## src/design/frame_overrun_monitor_macros.svh

```systemverilog
// ============================================================================
// frame_overrun_monitor_macros
// Assertion macros shared by the frame overrun monitor RTL.
// ============================================================================
`ifndef FRAME_OVERRUN_MONITOR_MACROS_SVH
`define FRAME_OVERRUN_MONITOR_MACROS_SVH

// Same-cycle implication, disabled while reset is held.
`define FOM_ASSERT_IMP(label, clk, rst_n, ante, cons) \
    label: assert property (@(posedge clk) disable iff (!(rst_n)) (ante) |-> (cons)) \
        else $error("frame_overrun_monitor: assertion failed");

// Next-cycle implication, disabled while reset is held.
`define FOM_ASSERT_NXT(label, clk, rst_n, ante, cons) \
    label: assert property (@(posedge clk) disable iff (!(rst_n)) (ante) |=> (cons)) \
        else $error("frame_overrun_monitor: assertion failed");

`endif

```

## src/design/fom_pkg.sv

```systemverilog
// ============================================================================
// fom_pkg
// Types, codes and default widths for the frame overrun monitor.
// ============================================================================
`timescale 1ns / 1ps

package fom_pkg;

    // Default widths of the internal counters
    localparam int CYCLE_BITS_DEF   = 32;
    localparam int OVERRUN_BITS_DEF = 16;

    // Fixed port field widths
    localparam int CYC_W    = 32;
    localparam int OVR_W    = 16;
    localparam int CFG_IDX_W = 4;
    localparam int CFG_DAT_W = 32;

    // Commands
    localparam logic [1:0] CMD_TICK   = 2'd0;
    localparam logic [1:0] CMD_RESUME = 2'd1;
    localparam logic [1:0] CMD_STOP   = 2'd2;

    // Real-time modes
    localparam logic [2:0] RT_HARD_TICK   = 3'd0;
    localparam logic [2:0] RT_HARD_PERIOD = 3'd1;
    localparam logic [2:0] RT_SOFT_LAG    = 3'd2;
    localparam logic [2:0] RT_LOG_ONLY    = 3'd3;
    localparam logic [2:0] RT_SKIP_BUSY   = 3'd4;

    // Register indexes
    localparam logic [CFG_IDX_W-1:0] REG_RT_MODE       = 4'd0;
    localparam logic [CFG_IDX_W-1:0] REG_MAX_LAG       = 4'd1;
    localparam logic [CFG_IDX_W-1:0] REG_STOP_ON_CYCLE = 4'd2;
    localparam logic [CFG_IDX_W-1:0] REG_TARGET_CYCLE  = 4'd3;

    typedef struct packed {
        logic [1:0]       command;
        logic             step_unconsumed;
        logic             pool_running;
        logic             period_miss;
        logic [CYC_W-1:0] task_cycles;
        logic             pause_request;
    } t_fom_in;

    typedef struct packed {
        logic             tick_sent;
        logic [CYC_W-1:0] cycle_count;
        logic             hard_fail;
        logic             stopped;
        logic             paused;
        logic             lag_over;
        logic             lag_record;
        logic [CYC_W-1:0] worst_lag;
        logic [OVR_W-1:0] overrun_total;
    } t_fom_out;

    typedef struct packed {
        logic [2:0]       rt_mode;
        logic [15:0]      max_lag;
        logic             stop_on_cycle;
        logic [CYC_W-1:0] target_cycle;
    } t_fom_cfg;

endpackage

```

## src/design/fom_if.sv

```systemverilog
// ============================================================================
// fom_if
// Handshake channels of the frame overrun monitor: input, result, config.
// ============================================================================
`timescale 1ns / 1ps

interface fom_in_if;
    import fom_pkg::*;
    logic    valid;
    logic    ready;
    t_fom_in data;
    modport source (output valid, output data, input ready);
    modport sink   (input valid, input data, output ready);
endinterface

interface fom_out_if;
    import fom_pkg::*;
    logic     valid;
    logic     ready;
    t_fom_out data;
    modport source (output valid, output data, input ready);
    modport sink   (input valid, input data, output ready);
endinterface

interface fom_cfg_if;
    import fom_pkg::*;
    logic                 valid;
    logic                 ready;
    logic [CFG_IDX_W-1:0] index;
    logic [CFG_DAT_W-1:0] wdata;
    modport source (output valid, output index, output wdata, input ready);
    modport sink   (input valid, input index, input wdata, output ready);
endinterface

```

## src/design/fom_cfg_regs.sv

```systemverilog
// ============================================================================
// fom_cfg_regs
// Configuration register file of the frame overrun monitor.
// ============================================================================
`timescale 1ns / 1ps

module fom_cfg_regs (
    input  logic              i_clk,
    input  logic              i_rst_n,
    fom_cfg_if.sink           i_cfg,
    output fom_pkg::t_fom_cfg o_cfg
);
    import fom_pkg::*;

    t_fom_cfg r_cfg;

    assign i_cfg.ready = 1'b1;
    assign o_cfg       = r_cfg;

    always_ff @(posedge i_clk) begin
        if (!i_rst_n) begin
            r_cfg <= '0;
        end else if (i_cfg.valid) begin
            unique case (i_cfg.index)
                REG_RT_MODE:       r_cfg.rt_mode       <= i_cfg.wdata[2:0];
                REG_MAX_LAG:       r_cfg.max_lag       <= i_cfg.wdata[15:0];
                REG_STOP_ON_CYCLE: r_cfg.stop_on_cycle <= i_cfg.wdata[0];
                REG_TARGET_CYCLE:  r_cfg.target_cycle  <= i_cfg.wdata[CYC_W-1:0];
                default: ;  // unmapped index, write dropped
            endcase
        end
    end

endmodule

```

## src/design/frame_overrun_monitor.sv

```systemverilog
// ============================================================================
// frame_overrun_monitor
// Frame tick overrun monitor: lag, violation checks, tick issue, stop/pause.
// ============================================================================
`timescale 1ns / 1ps
// Usage:
//   i_in   : one word per command (frame tick, resume, stop request) plus the
//            task side status sampled for that tick.
//   o_out  : exactly one result word per input word, in order.
//   i_cfg  : register writes (mode, max lag, stop enable, target cycle);
//            always ready; written only while the block is idle, which the block does not enforce.
// Results are registered: a result appears in the cycle after its input word is accepted.
// Throughput: one word per cycle unless stalled. The state update is a single pass of
//   compare/subtract/increment logic from the accepted word into the state
//   and result registers, so the next word sees the new state at once.
// Stall: the result register holds its word until taken; a new input word
//   is accepted in the same cycle the old result leaves, so a stalled
//   receiver backs up i_in.ready and nothing is lost.
// Reset: synchronous, active low. Counters, flags and config clear to zero;
//   the result register empties.
// Once stopped (hard violation, target reached or stop request) every
//   command is ignored and results just report the frozen state.

`include "frame_overrun_monitor_macros.svh"

module frame_overrun_monitor #(
    parameter int CYCLE_BITS   = fom_pkg::CYCLE_BITS_DEF,
    parameter int OVERRUN_BITS = fom_pkg::OVERRUN_BITS_DEF
) (
    input  logic      i_clk,
    input  logic      i_rst_n,
    fom_in_if.sink    i_in,
    fom_out_if.source o_out,
    fom_cfg_if.sink   i_cfg
);
    import fom_pkg::*;

    // ---------------------------------------------------------------- config
    t_fom_cfg cfg;

    fom_cfg_regs u_cfg (
        .i_clk   (i_clk),
        .i_rst_n (i_rst_n),
        .i_cfg   (i_cfg),
        .o_cfg   (cfg)
    );

    // ----------------------------------------------------------------- state
    logic [CYCLE_BITS-1:0]   r_issued,  n_issued;
    logic [OVERRUN_BITS-1:0] r_ovr,     n_ovr;
    logic [CYCLE_BITS-1:0]   r_largest, n_largest;
    logic r_lag_flag,   n_lag_flag;
    logic r_pause_flag, n_pause_flag;
    logic r_stop_flag,  n_stop_flag;
    logic r_fail_flag,  n_fail_flag;
    logic n_tick, n_loss;

    logic     r_out_valid;
    t_fom_out r_out;

    logic acc;

    // Output register frees up in the same cycle it is drained
    assign i_in.ready  = !r_out_valid || o_out.ready;
    assign acc         = i_in.valid && i_in.ready;
    assign o_out.valid = r_out_valid;
    assign o_out.data  = r_out;

    // ---------------------------------------------------------- next state
    // 64-bit scratch words let any counter width up to 64 bits meet the fixed port fields.
    logic [63:0]           w_task;
    logic [CYCLE_BITS-1:0] task_c;
    logic [CYCLE_BITS-1:0] lag;
    logic [63:0]           lag64;
    logic [63:0]           issued64;
    logic                  busy;
    logic                  viol;

    always_comb begin
        n_issued     = r_issued;
        n_ovr        = r_ovr;
        n_largest    = r_largest;
        n_lag_flag   = r_lag_flag;
        n_pause_flag = r_pause_flag;
        n_stop_flag  = r_stop_flag;
        n_fail_flag  = r_fail_flag;
        n_tick       = 1'b0;
        n_loss       = 1'b0;
        viol         = 1'b0;

        w_task = {32'b0, i_in.data.task_cycles};
        task_c = w_task[CYCLE_BITS-1:0];
        busy   = i_in.data.step_unconsumed || i_in.data.pool_running;
        lag    = (r_issued > task_c) ? (r_issued - task_c) : '0;
        lag64  = '0;
        lag64[CYCLE_BITS-1:0] = lag;

        issued64 = '0;
        issued64[CYCLE_BITS-1:0] = r_issued + {{(CYCLE_BITS-1){1'b0}}, 1'b1};

        if (!r_stop_flag) begin
            if (i_in.data.command == CMD_TICK && !r_pause_flag) begin
                case (cfg.rt_mode)
                    RT_HARD_TICK:   viol = busy;
                    RT_HARD_PERIOD: viol = i_in.data.period_miss;
                    RT_SOFT_LAG: begin
                        if (lag64 > {48'b0, cfg.max_lag}) n_lag_flag = 1'b1;
                    end
                    default: ;  // log only, skip on busy and unused codes
                endcase

                // Ratchet worst lag; a lag of one is normal pipelining
                if (lag > r_largest && lag > {{(CYCLE_BITS-1){1'b0}}, 1'b1}) begin
                    n_largest = lag;
                    n_loss    = 1'b1;
                end
                if (busy && r_ovr != '1) n_ovr = r_ovr + {{(OVERRUN_BITS-1){1'b0}}, 1'b1};

                if (viol) begin
                    n_fail_flag = 1'b1;
                    n_stop_flag = 1'b1;
                end else begin
                    n_tick   = 1'b1;
                    n_issued = issued64[CYCLE_BITS-1:0];
                    if (cfg.stop_on_cycle && issued64 >= {32'b0, cfg.target_cycle}) begin
                        n_stop_flag = 1'b1;
                    end else if (i_in.data.pause_request) begin
                        n_pause_flag = 1'b1;
                    end
                end
            end else if (i_in.data.command == CMD_RESUME && r_pause_flag) begin
                n_pause_flag = 1'b0;
                n_ovr        = '0;
            end else if (i_in.data.command == CMD_STOP) begin
                n_stop_flag = 1'b1;
            end
        end
    end

    // --------------------------------------------------------- result word
    logic [63:0] w_issued, w_largest, w_ovr;
    t_fom_out    n_out;

    always_comb begin
        w_issued  = '0;
        w_largest = '0;
        w_ovr     = '0;
        w_issued[CYCLE_BITS-1:0]  = n_issued;
        w_largest[CYCLE_BITS-1:0] = n_largest;
        w_ovr[OVERRUN_BITS-1:0]   = n_ovr;

        n_out.tick_sent     = n_tick;
        n_out.cycle_count   = w_issued[CYC_W-1:0];
        n_out.hard_fail     = n_fail_flag;
        n_out.stopped       = n_stop_flag;
        n_out.paused        = n_pause_flag;
        n_out.lag_over      = n_lag_flag;
        n_out.lag_record    = n_loss;
        n_out.worst_lag     = w_largest[CYC_W-1:0];
        n_out.overrun_total = w_ovr[OVR_W-1:0];
    end

    // ------------------------------------------------------------ registers
    always_ff @(posedge i_clk) begin
        if (!i_rst_n) begin
            r_issued     <= '0;
            r_ovr        <= '0;
            r_largest    <= '0;
            r_lag_flag   <= 1'b0;
            r_pause_flag <= 1'b0;
            r_stop_flag  <= 1'b0;
            r_fail_flag  <= 1'b0;
            r_out_valid  <= 1'b0;
        end else begin
            if (acc) begin
                r_issued     <= n_issued;
                r_ovr        <= n_ovr;
                r_largest    <= n_largest;
                r_lag_flag   <= n_lag_flag;
                r_pause_flag <= n_pause_flag;
                r_stop_flag  <= n_stop_flag;
                r_fail_flag  <= n_fail_flag;
                r_out_valid  <= 1'b1;
            end else if (o_out.ready) begin
                r_out_valid  <= 1'b0;
            end
        end
    end

    // Payload needs no reset
    always_ff @(posedge i_clk) begin
        if (acc) begin
            r_out <= n_out;
        end
    end

    // ----------------------------------------------------------- assertions
    `FOM_ASSERT_IMP(a_fail_implies_stop, i_clk, i_rst_n, r_fail_flag, r_stop_flag)
    `FOM_ASSERT_NXT(a_stop_sticky, i_clk, i_rst_n, r_stop_flag, r_stop_flag)
    `FOM_ASSERT_NXT(a_issued_only_on_accept, i_clk, i_rst_n, !acc, $stable(r_issued))
    `FOM_ASSERT_NXT(a_accept_loads_result, i_clk, i_rst_n, acc, r_out_valid)

endmodule

```

## src/flat_wrapper.sv

```systemverilog
// flat-port wrapper written by rule: the top's interface ports become plain ports
module frame_overrun_monitor_flat import fom_pkg::*;
#(
    parameter int CYCLE_BITS   = fom_pkg::CYCLE_BITS_DEF,
    parameter int OVERRUN_BITS = fom_pkg::OVERRUN_BITS_DEF
)
  (i_clk, i_rst_n, i_in_valid, i_in_data, i_in_ready, o_out_valid, o_out_data, o_out_ready, i_cfg_valid, i_cfg_index, i_cfg_wdata, i_cfg_ready);
  fom_in_if i_in_i ();
  fom_out_if o_out_i ();
  fom_cfg_if i_cfg_i ();
  input  logic i_clk;
  input  logic i_rst_n;
  input wire logic [$bits(i_in_i.valid)-1:0] i_in_valid;
  input wire logic [$bits(i_in_i.data)-1:0] i_in_data;
  output wire logic [$bits(i_in_i.ready)-1:0] i_in_ready;
  output wire logic [$bits(o_out_i.valid)-1:0] o_out_valid;
  output wire logic [$bits(o_out_i.data)-1:0] o_out_data;
  input wire logic [$bits(o_out_i.ready)-1:0] o_out_ready;
  input wire logic [$bits(i_cfg_i.valid)-1:0] i_cfg_valid;
  input wire logic [$bits(i_cfg_i.index)-1:0] i_cfg_index;
  input wire logic [$bits(i_cfg_i.wdata)-1:0] i_cfg_wdata;
  output wire logic [$bits(i_cfg_i.ready)-1:0] i_cfg_ready;
  assign i_in_i.valid = i_in_valid;
  assign i_in_i.data = i_in_data;
  assign i_in_ready = i_in_i.ready;
  assign o_out_valid = o_out_i.valid;
  assign o_out_data = o_out_i.data;
  assign o_out_i.ready = o_out_ready;
  assign i_cfg_i.valid = i_cfg_valid;
  assign i_cfg_i.index = i_cfg_index;
  assign i_cfg_i.wdata = i_cfg_wdata;
  assign i_cfg_ready = i_cfg_i.ready;
  frame_overrun_monitor #(.CYCLE_BITS(CYCLE_BITS), .OVERRUN_BITS(OVERRUN_BITS)) u_core (.i_clk(i_clk), .i_rst_n(i_rst_n), .i_in(i_in_i), .o_out(o_out_i), .i_cfg(i_cfg_i));
endmodule
```

## config.mk

```make
export PLATFORM = sky130hd
export DESIGN_NAME = frame_overrun_monitor_flat
export DESIGN_NICKNAME = d
export VERILOG_FILES = /design/src/design/fom_pkg.sv /design/src/design/fom_if.sv /design/src/design/fom_cfg_regs.sv /design/src/design/frame_overrun_monitor.sv /design/src/flat_wrapper.sv
export VERILOG_INCLUDE_DIRS = /design/src /design/src/design
export SDC_FILE = /design/constraint.sdc
export NUM_CORES = 1
export LEC_CHECK = 0
export BUFFER_PORTS_ARGS = -buffer_cell sky130_fd_sc_hd__buf_2
export CAP_MARGIN = 10
export CORE_MARGIN = 2
export CORE_UTILIZATION = 35
export CTS_BUF_LIST = sky130_fd_sc_hd__clkbuf_8
export DETAILED_ROUTE_END_ITERATION = 8
export PLACE_DENSITY_LB_ADDON = 0.15
export SETUP_SLACK_MARGIN = 0.02
export SLEW_MARGIN = 20
export SYNTH_ARGS = -nofsm -noshare
export SYNTH_HDL_FRONTEND = slang
export SYNTH_HIERARCHICAL = 1
export SYNTH_SLANG_ARGS = --single-unit
```

## constraint.sdc

```tcl
create_clock -name i_clk -period 8.49 [get_ports i_clk]
set_input_delay 0.4245 -clock i_clk [delete_from_list [all_inputs] [get_ports i_clk]]
set_output_delay 0.4245 -clock i_clk [all_outputs]
set_load 0.005 [all_outputs]
```

==> metrics <==
CP max-delay cell o21ai_1; via/cell ratio 5.08; Post-Route Setup TNS 0 ns; Yosys top cell by area dfxtp_1; share of cells above drive strength 1 14.0%; syn avg cell area 8.79 um2; Die Y 205 um; Seq/Total Area, Yosys 37.5%; status finished, final reports clean; Max-slew headroom 27.1%; All-Layer GR Usage 19.1%; core box area 0.0399 mm2; Post-DP HPWL 30000 um; vias in the first global route 11300; initial detailed-routing violation count 650; Synth Cell Area 0.0142 mm2; Tmin final 6.80 ns; TritonCTS buffer count 40; post-synth cell types 71; delay of the slowest critical-path stage 0.65 ns; setup bufs post-CTS 0; vias 11700; final setup margin 1.69 ns; top cells by count, synth nand2_1 (268), dfxtp_1 (137), inv_1 (124); Worst Max-Slew Pin Slew 1.09 ns; min-delay worst type in2reg; peak fanout along the critical path 19; Hold Vio Cnt, Final 0; post-route cell area 0.0161 mm2; Pre-Repair DR Iteration Count 6; CTS max path bufs 3; RSZ-0062 raised after global routing no; Post-CTS Resized 0; initial core utilization 35.6%; Final period util 80.2%; antenna violations before repair 0; synth warn 6; Synth Flop Type dfxtp_1; WHS 0.118 ns; P_leak 7.05 nW; layout net count 1942; Power Density 145 mW/mm2; post-synthesis async set-or-reset flop share 0%; die area 0.0422 mm2; Area growth syn-to-layout 13.4%; pins over their slew limit 0; Rows 73; Worst EP required 8.78 ns; first-pass GRT wire length 62700 um; Clock Tree Root clkbuf_8; cell with the most instances after synthesis nand2_1; flops & latches, synth 223; Post-Syn Nets 1810; Yosys top cell area share 19.3%; arrival time worst endpoint 7.10 ns; final setup fails 0; H-tree depth 2; RD Place Congestion 0.883; GR Overflow Total 0; Placed Instance Area 0.0154 mm2; IO buf count 166; io pins 168; max cap viols 0; Setup crit start kind flip-flop; Area contributors post-synth dfxtp_1 (19%), edfxtp_1 (18%), ha_1 (10%); Worst Path Class, Setup reg2reg; Synth Instances 1616; Routed WL per cell 17.4 um; diodes inserted 0; Clock Sinks 223; final wirelength 40000 um; clock-pin slew on the worst setup and hold paths 0.07 ns; Setup Skew 0.0301 ns; Clock Latency Late Sink 0.57 ns; largest net degree at the start of global routing 85; VDD IR max 0.0651 mV; Die X 205 um; CP Buf/Inv Count 4; endpoint class of the critical path flip-flop; Post-route DRC 0; TritonCTS clock tree done; number of synthesized flops with an enable pin 86; CTS Hold Buffers Added 0; post-route antenna net violation count 0; CP delay by family, top compound AO/OA/AOI/OAI gates; dpl ws 1.68 ns; Fmax achieved 147 MHz
## cell families after synthesis
kind of cell	Yosys count	synth area share [%]
flip-flops	223	37.5
other	1	0.0264
AO/OA/AOI/OAI	279	12.5
adder cells (fa/ha/maj)	115	10.2
multiplexers	118	8.60
buffers and inverters	209	6.20
AND/OR/NAND/NOR	564	18.4
XOR/XNOR	107	6.60
## metal layers
| layer | part of all wire [%] | track usage, % |
|---|---|---|
| met2 | 45 | 30.6 |
| met4 | 2.3 | 5.29 |
| met3 | 4.9 | 2.76 |
| met5 | 0 | 0 |
| met1 | 48 | 26.6 |
## worst min-delay path, cell delays in order
cell and delay (ns):
buf_2 0.10, nand2_1 0.04, mux2i_1 0.05
## per-stage QoR
| stage | total power (W) | util, % | instances |
|---|---|---|---|
| 2_1_floorplan | 0.00129 | - | 1616 |
| 6_report | 0.00233 | 40.4 | 2303 |
| 3_3_place_gp | 0.00138 | 38.5 | 2231 |
| 4_1_cts | 0.00238 | 40.4 | 2303 |
| 3_5_place_dp | 0.00138 | 38.5 | 2231 |
| 5_1_grt | 0.00244 | 40.4 | 2303 |
## registers in the layout (all words and copies together), names as in the netlist
register,cells
u_core/r_ovr,16
u_core/r_largest,32
u_core/r_stop_flag,1
u_core/o_out.data,86
u_core/u_cfg/o_cfg,52
u_core/r_pause_flag,1
u_core/r_issued,32
u_core/o_out.valid,1
u_core/r_lag_flag,1
u_core/r_fail_flag,1
## path summary, 6_finish.rpt
| kind | start | end | slack (ns) | depth (start not counted) |
|---|---|---|---|---|
| setup / recovery | u_core/r_issued[0] | u_core/o_out.data[37] | 1.69 | 25 |
| hold / removal | i_cfg_wdata[20] | u_core/u_cfg/o_cfg[20] | 0.12 | 3 |
| setup reg to reg | u_core/r_issued[0] | u_core/o_out.data[37] | 1.69 | 25 |
| hold reg to reg | u_core/u_cfg/o_cfg[9] | u_core/u_cfg/o_cfg[9] | 0.45 | 2 |
## final cells by class
class	count	area [um2]
clock buffers	44	606
clock inverters	28	149
fillers	4061	23800
inverters	126	475
multi-input cells	1184	8020
flip-flops and latches	223	5330
well taps	525	657
repair buffers	173	886
## power breakdown
part	internal, W	switching (W)	total [W]
combinational	0.0000699	0.000127	0.000197
sequential	0.00114	0.0000164	0.00116
clock	0.000509	0.000468	0.000977
## cells in the final DEF, fill, tap and decap left out, types with 30 or more instances in the layout
cell type  synthesis  routed
a21o_1            41      41
a21oi_1           67      67
and3_1            31      30
buf_2              5     165
clkbuf_8           0      44
dfxtp_1          137     137
edfxtp_1          86      86
ha_1             114     114
inv_1            124     136
mux2i_1           85      85
nand2_1          268     268
nor2_1           103     103
o21ai_0           73      73
xnor2_1           62      62
xor2_1            45      45
Note: power is estimated with default switching activity, not from simulation.
